File: config.mk
export PLATFORM = sky130hd
export DESIGN_NAME = fastq_reverse_complement_unit
export DESIGN_NICKNAME = d
export VERILOG_FILES = /design/src/fcrc_pkg.sv /design/src/fcrc_line_store.sv /design/src/fastq_reverse_complement_unit.sv
export SDC_FILE = /design/constraint.sdc
export NUM_CORES = 1
export LEC_CHECK = 0
export CAP_MARGIN = 20
export CORE_ASPECT_RATIO = 1.4
export CORE_UTILIZATION = 45
export DETAILED_ROUTE_END_ITERATION = 12
export DONT_BUFFER_PORTS = 1
export HOLD_SLACK_MARGIN = 0.1
export PLACE_DENSITY = 0.67
export RECOVER_POWER = 100
export SETUP_SLACK_MARGIN = 0.1
export SLEW_MARGIN = 20
export SYNTH_ARGS = -nofsm -noshare
export SYNTH_HDL_FRONTEND = slang
export SYNTH_HIERARCHICAL = 1
export SYNTH_SLANG_ARGS = --single-unit
export TNS_END_PERCENT = 1
File: constraint.sdc
create_clock -name clk -period 4.2 [get_ports clk]
set_input_delay 0.21 -clock clk [delete_from_list [all_inputs] [get_ports clk]]
set_output_delay 0.21 -clock clk [all_outputs]
set_load 0.01 [all_outputs]
File: src/fcrc_pkg.sv
// ----------------------------------------------------------------------------
// fcrc_pkg - shared definitions for the FASTQ reverse complement unit
// Holds the line buffer sizing, line and error codes and the IUPAC
// complement lookup.
// ----------------------------------------------------------------------------
package fcrc_pkg;

    // Longest sequence or quality line that fits the line buffer
    localparam int MAX_LINE_DEFAULT = 63;

    localparam logic [7:0] CHAR_NL   = 8'h0A;
    localparam logic [7:0] CHAR_PLUS = 8'h2B;

    // Position of the current line within a four-line record
    localparam logic [1:0] LINE_HEADER   = 2'd0;
    localparam logic [1:0] LINE_SEQUENCE = 2'd1;
    localparam logic [1:0] LINE_PLUS     = 2'd2;
    localparam logic [1:0] LINE_QUALITY  = 2'd3;

    // Error codes carried on the result beat
    localparam logic [2:0] ERR_NONE       = 3'd0;
    localparam logic [2:0] ERR_NONBASE    = 3'd1;
    localparam logic [2:0] ERR_NOPLUS     = 3'd2;
    localparam logic [2:0] ERR_INCOMPLETE = 3'd3;
    localparam logic [2:0] ERR_TOOLONG    = 3'd4;

    // Uppercase IUPAC complement; zero for anything that is not a base
    function automatic logic [7:0] upper_comp(input logic [7:0] c);
        logic [7:0] r;
        case (c)
            8'h41:   r = 8'h54; // A -> T
            8'h42:   r = 8'h56; // B -> V
            8'h43:   r = 8'h47; // C -> G
            8'h44:   r = 8'h48; // D -> H
            8'h47:   r = 8'h43; // G -> C
            8'h48:   r = 8'h44; // H -> D
            8'h4B:   r = 8'h4D; // K -> M
            8'h4D:   r = 8'h4B; // M -> K
            8'h4E:   r = 8'h4E; // N
            8'h52:   r = 8'h59; // R -> Y
            8'h53:   r = 8'h53; // S
            8'h54:   r = 8'h41; // T -> A
            8'h56:   r = 8'h42; // V -> B
            8'h57:   r = 8'h57; // W
            8'h59:   r = 8'h52; // Y -> R
            default: r = 8'h00;
        endcase
        return r;
    endfunction

    // Full complement: lowercase folds to uppercase and back
    function automatic logic [7:0] comp_base(input logic [7:0] c);
        logic [7:0] r;
        r = 8'h00;
        if (c inside {[8'h61:8'h7A]})
        begin
            r = upper_comp(c - 8'h20);
            if (r != 8'h00)
            begin
                r = r + 8'h20;
            end
        end
        else
        begin
            r = upper_comp(c);
        end
        return r;
    endfunction

endpackage

File: src/fcrc_line_store.sv
// ----------------------------------------------------------------------------
// fcrc_line_store - line buffer memory
// Single write port, single read port, read data registered.
// ----------------------------------------------------------------------------
module fcrc_line_store #(
    parameter int  DEPTH  = fcrc_pkg::MAX_LINE_DEFAULT,
    localparam int ADDR_W = (DEPTH > 1) ? $clog2(DEPTH) : 1
) (
    input  logic              clk,
    input  logic              wr_en,
    input  logic [ADDR_W-1:0] wr_addr,
    input  logic [7:0]        wr_data,
    input  logic              rd_en,
    input  logic [ADDR_W-1:0] rd_addr,
    output logic [7:0]        rd_data
);

    logic [7:0] mem [DEPTH];
    logic [7:0] rd_data_reg;

    always_ff @(posedge clk)
    begin
        if (wr_en)
        begin
            mem[wr_addr] <= wr_data;
        end
    end

    always_ff @(posedge clk)
    begin
        if (rd_en)
        begin
            rd_data_reg <= mem[rd_addr];
        end
    end

    assign rd_data = rd_data_reg;

endmodule

File: src/fastq_reverse_complement_unit.sv
// ----------------------------------------------------------------------------
// fastq_reverse_complement_unit - FASTQ record reverse complementer
// Passes header and plus lines through, buffers sequence and quality lines
// and plays them back reversed (sequence also IUPAC complemented).
// ----------------------------------------------------------------------------
//
//  channel  | dir | payload                                  | accepted when
//  ---------+-----+------------------------------------------+---------------------
//  s_*      | in  | tdata[7:0] data_byte, tuser end_of_input | s_tvalid & s_tready
//  m_*      | out | tdata[7:0] out_byte, tuser[2:0] error,   | m_tvalid & m_tready
//           |     | tlast last result of the input beat      |
//
//  Playback: a line end in a sequence or quality line, or an end of input
//  inside a quality line, plays the buffer back: for each stored byte a
//  read is issued on the single read port of the line buffer and the
//  registered data is then emitted, and a newline beat follows. No input
//  beat is taken during playback.
//  Reset: control state clears at once; the line buffer needs no clearing
//  pass, since only entries below the fill count are ever read.
//  Stalls: the output register holds a beat while m_tready is low; a new
//  input beat is taken while idle whenever that register is free or draining.
//
module fastq_reverse_complement_unit #(
    parameter int MAX_LINE = fcrc_pkg::MAX_LINE_DEFAULT
) (
    input  logic       clk,
    input  logic       rst_n,
    // input stream
    input  logic       s_tvalid,
    output logic       s_tready,
    input  logic [7:0] s_tdata,   // [7:0] data_byte
    input  logic       s_tuser,   // [0] end_of_input
    // output stream
    output logic       m_tvalid,
    input  logic       m_tready,
    output logic [7:0] m_tdata,   // [7:0] out_byte
    output logic [2:0] m_tuser,   // [2:0] error_code
    output logic       m_tlast
);

    localparam int ADDR_W = (MAX_LINE > 1) ? $clog2(MAX_LINE) : 1;
    localparam int CNT_W  = $clog2(MAX_LINE + 1);

    typedef enum logic [1:0] {
        ST_IDLE,
        ST_READ,
        ST_EMIT,
        ST_NEWLINE
    } state_t;

    state_t           state_reg,   state_next;
    logic [1:0]       line_reg,    line_next;
    logic             started_reg, started_next;
    logic [CNT_W-1:0] fill_reg,    fill_next;
    logic [CNT_W-1:0] idx_reg,     idx_next;
    logic             comp_reg,    comp_next;
    logic [2:0]       err_reg,     err_next;

    logic             out_valid_reg, out_valid_next;
    logic [7:0]       out_byte_reg,  out_byte_next;
    logic [2:0]       out_err_reg,   out_err_next;
    logic             out_last_reg,  out_last_next;

    logic             out_free;
    logic             accept;
    logic [7:0]       in_byte;
    logic             in_eoi;
    logic [7:0]       in_comp;
    logic [CNT_W-1:0] idx_dec;

    logic             wr_en;
    logic             rd_en;
    logic [7:0]       rd_data;
    logic [7:0]       rd_comp;

    // The output register is free when empty or being taken this cycle
    assign out_free = !out_valid_reg || m_tready;
    assign s_tready = (state_reg == ST_IDLE) && out_free;
    assign accept   = s_tvalid && s_tready;

    assign in_byte  = s_tdata;
    assign in_eoi   = s_tuser;
    assign in_comp  = fcrc_pkg::comp_base(in_byte);
    assign rd_comp  = fcrc_pkg::comp_base(rd_data);
    assign idx_dec  = idx_reg - CNT_W'(1);

    // Writes happen only while idle and reads only during playback, so the
    // state machine itself keeps the two ports off the same entry.
    fcrc_line_store #(
        .DEPTH (MAX_LINE)
    ) u_line_store (
        .clk     (clk),
        .wr_en   (wr_en),
        .wr_addr (fill_reg[ADDR_W-1:0]),
        .wr_data (in_byte),
        .rd_en   (rd_en),
        .rd_addr (idx_dec[ADDR_W-1:0]),
        .rd_data (rd_data)
    );

    always_comb
    begin
        state_next     = state_reg;
        line_next      = line_reg;
        started_next   = started_reg;
        fill_next      = fill_reg;
        idx_next       = idx_reg;
        comp_next      = comp_reg;
        err_next       = err_reg;
        out_valid_next = out_valid_reg && !m_tready;
        out_byte_next  = out_byte_reg;
        out_err_next   = out_err_reg;
        out_last_next  = out_last_reg;
        wr_en          = 1'b0;
        rd_en          = 1'b0;

        case (state_reg)
            ST_IDLE:
            begin
                // Once an error is latched, take every beat and drop it
                if (accept && (err_reg == fcrc_pkg::ERR_NONE))
                begin
                    if (in_eoi)
                    begin
                        if ((line_reg == fcrc_pkg::LINE_HEADER) && !started_reg)
                        begin
                            // clean end at a record boundary: nothing to say
                        end
                        else if ((line_reg == fcrc_pkg::LINE_QUALITY) && started_reg)
                        begin
                            // close an unterminated quality line
                            idx_next     = fill_reg;
                            fill_next    = '0;
                            started_next = 1'b0;
                            comp_next    = 1'b0;
                            line_next    = fcrc_pkg::LINE_HEADER;
                            state_next   = ST_READ;
                        end
                        else
                        begin
                            err_next       = fcrc_pkg::ERR_INCOMPLETE;
                            out_valid_next = 1'b1;
                            out_byte_next  = 8'h00;
                            out_err_next   = fcrc_pkg::ERR_INCOMPLETE;
                            out_last_next  = 1'b1;
                        end
                    end
                    else
                    begin
                        case (line_reg)
                            fcrc_pkg::LINE_HEADER,
                            fcrc_pkg::LINE_PLUS:
                            begin
                                if ((line_reg == fcrc_pkg::LINE_PLUS) && !started_reg &&
                                    (in_byte != fcrc_pkg::CHAR_PLUS))
                                begin
                                    err_next       = fcrc_pkg::ERR_NOPLUS;
                                    out_valid_next = 1'b1;
                                    out_byte_next  = 8'h00;
                                    out_err_next   = fcrc_pkg::ERR_NOPLUS;
                                    out_last_next  = 1'b1;
                                end
                                else
                                begin
                                    // pass the byte straight through
                                    out_valid_next = 1'b1;
                                    out_byte_next  = in_byte;
                                    out_err_next   = fcrc_pkg::ERR_NONE;
                                    out_last_next  = 1'b1;
                                    if (in_byte == fcrc_pkg::CHAR_NL)
                                    begin
                                        started_next = 1'b0;
                                        line_next    = (line_reg == fcrc_pkg::LINE_HEADER) ?
                                                       fcrc_pkg::LINE_SEQUENCE :
                                                       fcrc_pkg::LINE_QUALITY;
                                    end
                                    else
                                    begin
                                        started_next = 1'b1;
                                    end
                                end
                            end
                            default:
                            begin
                                // sequence or quality line
                                if (in_byte == fcrc_pkg::CHAR_NL)
                                begin
                                    idx_next     = fill_reg;
                                    fill_next    = '0;
                                    started_next = 1'b0;
                                    comp_next    = (line_reg == fcrc_pkg::LINE_SEQUENCE);
                                    line_next    = (line_reg == fcrc_pkg::LINE_SEQUENCE) ?
                                                   fcrc_pkg::LINE_PLUS :
                                                   fcrc_pkg::LINE_HEADER;
                                    state_next   = ST_READ;
                                end
                                else if ((line_reg == fcrc_pkg::LINE_SEQUENCE) &&
                                         (in_comp == 8'h00))
                                begin
                                    err_next       = fcrc_pkg::ERR_NONBASE;
                                    out_valid_next = 1'b1;
                                    out_byte_next  = 8'h00;
                                    out_err_next   = fcrc_pkg::ERR_NONBASE;
                                    out_last_next  = 1'b1;
                                end
                                else if (fill_reg >= CNT_W'(MAX_LINE))
                                begin
                                    err_next       = fcrc_pkg::ERR_TOOLONG;
                                    out_valid_next = 1'b1;
                                    out_byte_next  = 8'h00;
                                    out_err_next   = fcrc_pkg::ERR_TOOLONG;
                                    out_last_next  = 1'b1;
                                end
                                else
                                begin
                                    wr_en        = 1'b1;
                                    fill_next    = fill_reg + CNT_W'(1);
                                    started_next = 1'b1;
                                end
                            end
                        endcase
                    end
                end
            end
            ST_READ:
            begin
                // fetch the next byte from the top of the buffer downwards
                if (idx_reg == '0)
                begin
                    state_next = ST_NEWLINE;
                end
                else
                begin
                    rd_en      = 1'b1;
                    idx_next   = idx_dec;
                    state_next = ST_EMIT;
                end
            end
            ST_EMIT:
            begin
                if (out_free)
                begin
                    out_valid_next = 1'b1;
                    out_byte_next  = comp_reg ? rd_comp : rd_data;
                    out_err_next   = fcrc_pkg::ERR_NONE;
                    out_last_next  = 1'b0;
                    state_next     = ST_READ;
                end
            end
            ST_NEWLINE:
            begin
                if (out_free)
                begin
                    out_valid_next = 1'b1;
                    out_byte_next  = fcrc_pkg::CHAR_NL;
                    out_err_next   = fcrc_pkg::ERR_NONE;
                    out_last_next  = 1'b1;
                    state_next     = ST_IDLE;
                end
            end
            default:
            begin
                state_next = ST_IDLE;
            end
        endcase
    end

    always_ff @(posedge clk or negedge rst_n)
    begin
        if (!rst_n)
        begin
            state_reg     <= ST_IDLE;
            line_reg      <= fcrc_pkg::LINE_HEADER;
            started_reg   <= 1'b0;
            fill_reg      <= '0;
            idx_reg       <= '0;
            comp_reg      <= 1'b0;
            err_reg       <= fcrc_pkg::ERR_NONE;
            out_valid_reg <= 1'b0;
            out_byte_reg  <= 8'h00;
            out_err_reg   <= fcrc_pkg::ERR_NONE;
            out_last_reg  <= 1'b0;
        end
        else
        begin
            state_reg     <= state_next;
            line_reg      <= line_next;
            started_reg   <= started_next;
            fill_reg      <= fill_next;
            idx_reg       <= idx_next;
            comp_reg      <= comp_next;
            err_reg       <= err_next;
            out_valid_reg <= out_valid_next;
            out_byte_reg  <= out_byte_next;
            out_err_reg   <= out_err_next;
            out_last_reg  <= out_last_next;
        end
    end

    assign m_tvalid = out_valid_reg;
    assign m_tdata  = out_byte_reg;
    assign m_tuser  = out_err_reg;
    assign m_tlast  = out_last_reg;

endmodule

==> summary.md <==
| Metric | Value |
|---|---|
| Status | finished with violations |
| Failing checks | capacitance limit, slew limit |
| Remaining antenna violation count after routing | 0 |
| PwrDens | 666.8 nW/um^2 |
| Largest stage delay on the critical path | 1.17 ns |
| Met1 WL | 20280 um |
| DP HPWL | 31700 um |
| # setup viols final | 0 |
| Async SR Flop Fraction | 6.227% |
| Routed vias | 12510 |
| Req. time, crit path | 4.55 ns |
| Crit share post-route | 87.77% |
| DR WL met2 | 27290 um |
| Synth area leaders | edfxtp_1 (67%), mux4_2 (9.9%), dfrtp_1 (3.7%), nor2_1 (1.6%), mux4_1 (1.5%) |
| I/O pins | 27 |
| Uppermost layer routed | met5 |
| DIE WIDTH | 192.3 um |
| Die Ht | 268.4 um |
| Skew-Pair Late Insertion Delay | 0.60 ns |
| Vias in the first global route | 12480 |
| Gr ovfl total | 0 |
| Crit path DAT | 4.04 ns |
| Peak supply drop | 0.4752 mV |
| Post-synth top area share | 67.38% |
| RSZ-0062 raised after global routing | no |
| GRT Total Usage | 21.24% |
| CP most frequent cell | nor3_1 |
| Minimum clock period | 3.686 ns |
| Setup CP Type | reg2reg |
| Initial core utilization | 45.63% |
| CTS clk-pin slew, worst paths | 0.06 ns |
| Main synth FF type | edfxtp_1 |
| Leakage Power | 8.282 nW |
| Setup TNS after final layout | 0 ns |
| Max Slew Vio Count | 491 |
| Worst setup SP type | flip-flop |
| Sequential Power Share | 37.5% |
| First-pass GRT wire length | 79720 um |
| Count of state elements after synthesis | 546 |
| Final Hold Viols | 0 |
| Worst r2r dst | u_line_store/rd_data[4] |
| Synth area leader | edfxtp_1 |
| Yosys cell types | 76 |
| CTS buffer count | 50 |
| Hold Path Class | in2reg |
| Syn Nets | 1330 |
| Yosys warning count | 6 |
| WL final | 53730 um |
| Cell internal pwr | 11.06 mW |
| Pin count of the biggest net entering global routing | 81 |
| CTS tree | done |
| Power share of the clock group | 26.3% |
| Critical Path Slowest Stage Cell | xor2_1 |
| First-pass DRT Iterations | 5 |
| Slack of the worst reg-to-reg path | 0.51 ns |
| Worst reg-to-reg path cell count | 7 |
| Clock tree buffer depth | 3 |
| Layout cell share with drive strength beyond 1 | 14.83% |
| Drt drc | 0 |
| PortBufs | 0 |
| Sw Share | 34.55% |
| Clock Skew | 0.04524 ns |
| Max Cap Viol | 9 |
| Crit path capture | u_line_store/rd_data[4] |
| Post-synth EDFFs | 512 |
| WL per Instance | 25.99 um |
| FMAX | 271.3 MHz |
| Mapped cell area | 22820 um^2 |
| Number of DRC markers in iteration 0 | 1149 |
| Row Count | 97 |
| Sequential share of the synthesized area | 71.11% |
| Net Switching | 5.841 mW |
| Vias per inst | 6.052 |
| GP Congestion | 0.9215 |
| CTS Sinks | 546 |
| Slew Limit Headroom | -117.5% |
| Clock Tree Root | clkbuf_16 |
| Area Growth Syn to Fin | 11.10% |
| Crit. End Element | flip-flop |
| Crit-path max FO | 17 |
| Core Area | 50000 um^2 |
| Mapped Cells | 1308 |
| Initial antenna violation count | 2 |
| Setup bufs post-CTS | 0 |
| Post-CTS resize count | 0 |
| Synth Area per Inst | 17.45 um^2 |
| Logic pwr share | 36.2% |
| Max reg flops | 504 |
| Worst r2r src | idx_reg[2] |
| Worst setup path start | idx_reg[2] |
| Measured slew at the worst slew-check pin | 3.262 ns |
| Met3 WL | 3753 um |
| Worst-path cell chain | nor3_1 -> xor2_1 -> buf_4 -> or3b_2 -> o22ai_1 -> nor3_1 -> a211o_1 |
| Fin util | 50.70% |
| Die Area | 51630 um^2 |
| Nets | 1404 |
| H-tree depth | 2 |
[synth_stat cells (8+ instances only)]
| library cell | n |
|---|---|
| o22ai_1 | 16 |
| nor3_1 | 25 |
| ha_1 | 9 |
| mux4_2 | 100 |
| edfxtp_1 | 512 |
| buf_2 | 21 |
| buf_1 | 10 |
| dfrtp_1 | 34 |
| mux2i_1 | 31 |
| a211o_1 | 9 |
| nand3_1 | 26 |
| nand2_1 | 52 |
| mux4_1 | 13 |
| nand2b_1 | 17 |
| a211oi_1 | 11 |
| a21oi_1 | 38 |
| nor2_1 | 98 |
| o21ai_0 | 30 |
| nor2b_1 | 27 |
| mux2_2 | 13 |
| a22oi_1 | 32 |
| inv_1 | 23 |
| clkbuf_1 | 26 |
| buf_6 | 8 |
[worst max-delay path: cells and delay by family, from the launching register on]
family / cells / cell delay (ns)
AOI/OAI and AO/OA: 2 / 0.46
xor gates and xnor gates: 1 / 1.17
buffers and inverters: 1 / 0.39
DFF: 1 / 0.47
and+or+nand+nor: 3 / 0.93
[area by class of cell]
type / instances / area, um^2
Fill cell: 4036 / 24650
Sequential cell: 546 / 16230
Multi-Input combinational cell: 664 / 6061
Clock buffer: 56 / 1295
Tap cell: 643 / 804.5
Timing Repair Buffer: 96 / 548.0
Clock inverter: 37 / 317.8
Inverter: 24 / 97.59
Antenna cell: 1 / 2.502
[metal layers]
metal,vias to the layer above,track usage [%]
li1,5433,-
met1,6402,27.22
met2,532,35.33
met3,141,3.475
met4,2,10.00
met5,-,0
[layout by cell type, fill, tap and decap left out, types with 4 or more instances in the layout]
master	count
nor2_1	98
o221ai_1	6
clkinv_1	16
a211o_1	9
or3_1	5
nand2b_1	17
nor2b_1	27
a31oi_1	7
clkbuf_1	77
clkbuf_16	51
a211oi_1	11
mux2i_1	31
dlygate4sd3_1	11
nand3b_1	7
buf_4	8
ha_1	9
o31ai_1	7
nor3_1	25
a21oi_1	40
edfxtp_1	512
a22o_1	5
mux2_2	13
o21bai_1	4
nand2_1	52
dfrtp_1	34
a22oi_1	32
o22ai_1	16
bufinv_16	4
clkinv_2	12
mux4_2	100
mux4_1	13
o21ai_0	32
o211ai_1	5
buf_12	4
xor2_1	4
inv_1	21
nand3_1	26
[worst min path at each step]
stage,start,end,slack [ns],cells after the start
finish,s_tuser,started_reg,0.13,5
global route,s_tuser,started_reg,0.13,5
CTS,rst_n,idx_reg[2],0.10,2
detailed placement,rst_n,line_reg[1],-0.08,0
global placement,rst_n,line_reg[0],-0.08,0
floorplan,rst_n,comp_reg,-0.09,0
[stage by stage]
step	hold WS, ns	power [mW]	cell area (um^2)	std cells	worst slack [ns]
final	0.1307	16.90	25350	2067	0.5136
after global routing	0.1308	17.49	25350	2066	0.3587
after CTS	0.1006	16.95	25810	2066	0.8426
after detailed placement	-0.08313	12.38	23840	1953	0.6397
after global placement	-0.08309	12.30	23840	1953	0.7122
after floorplan	-0.08559	10.69	22820	1308	0.8211
[cells by family (layout without fill, tap and decap cells)]
kind of cell,Yosys count,in the layout,synth area share [%]
AND/OR/NAND/NOR,283,283,6.108
AO/OA/AOI/OAI,207,207,6.322
flip-flops,546,546,71.11
buffers and inverters,98,213,2.292
XOR/XNOR,8,8,0.3071
multiplexers,157,157,13.37
adder cells (fa/ha/maj),9,9,0.4935
other,0,1,0
[power groups by stage]
stage / Combinational (mW) / Clock, mW / Sequential, mW
floorplan: 4.38 / 0 / 6.31
global placement: 5.88 / 0 / 6.42
detailed placement: 5.95 / 0 / 6.43
CTS: 6.11 / 4.53 / 6.31
global route: 6.43 / 4.71 / 6.35
finish: 6.12 / 4.45 / 6.33
[repair_timing]
action | CTS | global route
endpoints found under the setup margin | 0 | 0
hold endpoints to repair | 565 | 0
hold buffers | 20 | 0
No activity file was read; power rests on OpenSTA's default activity.
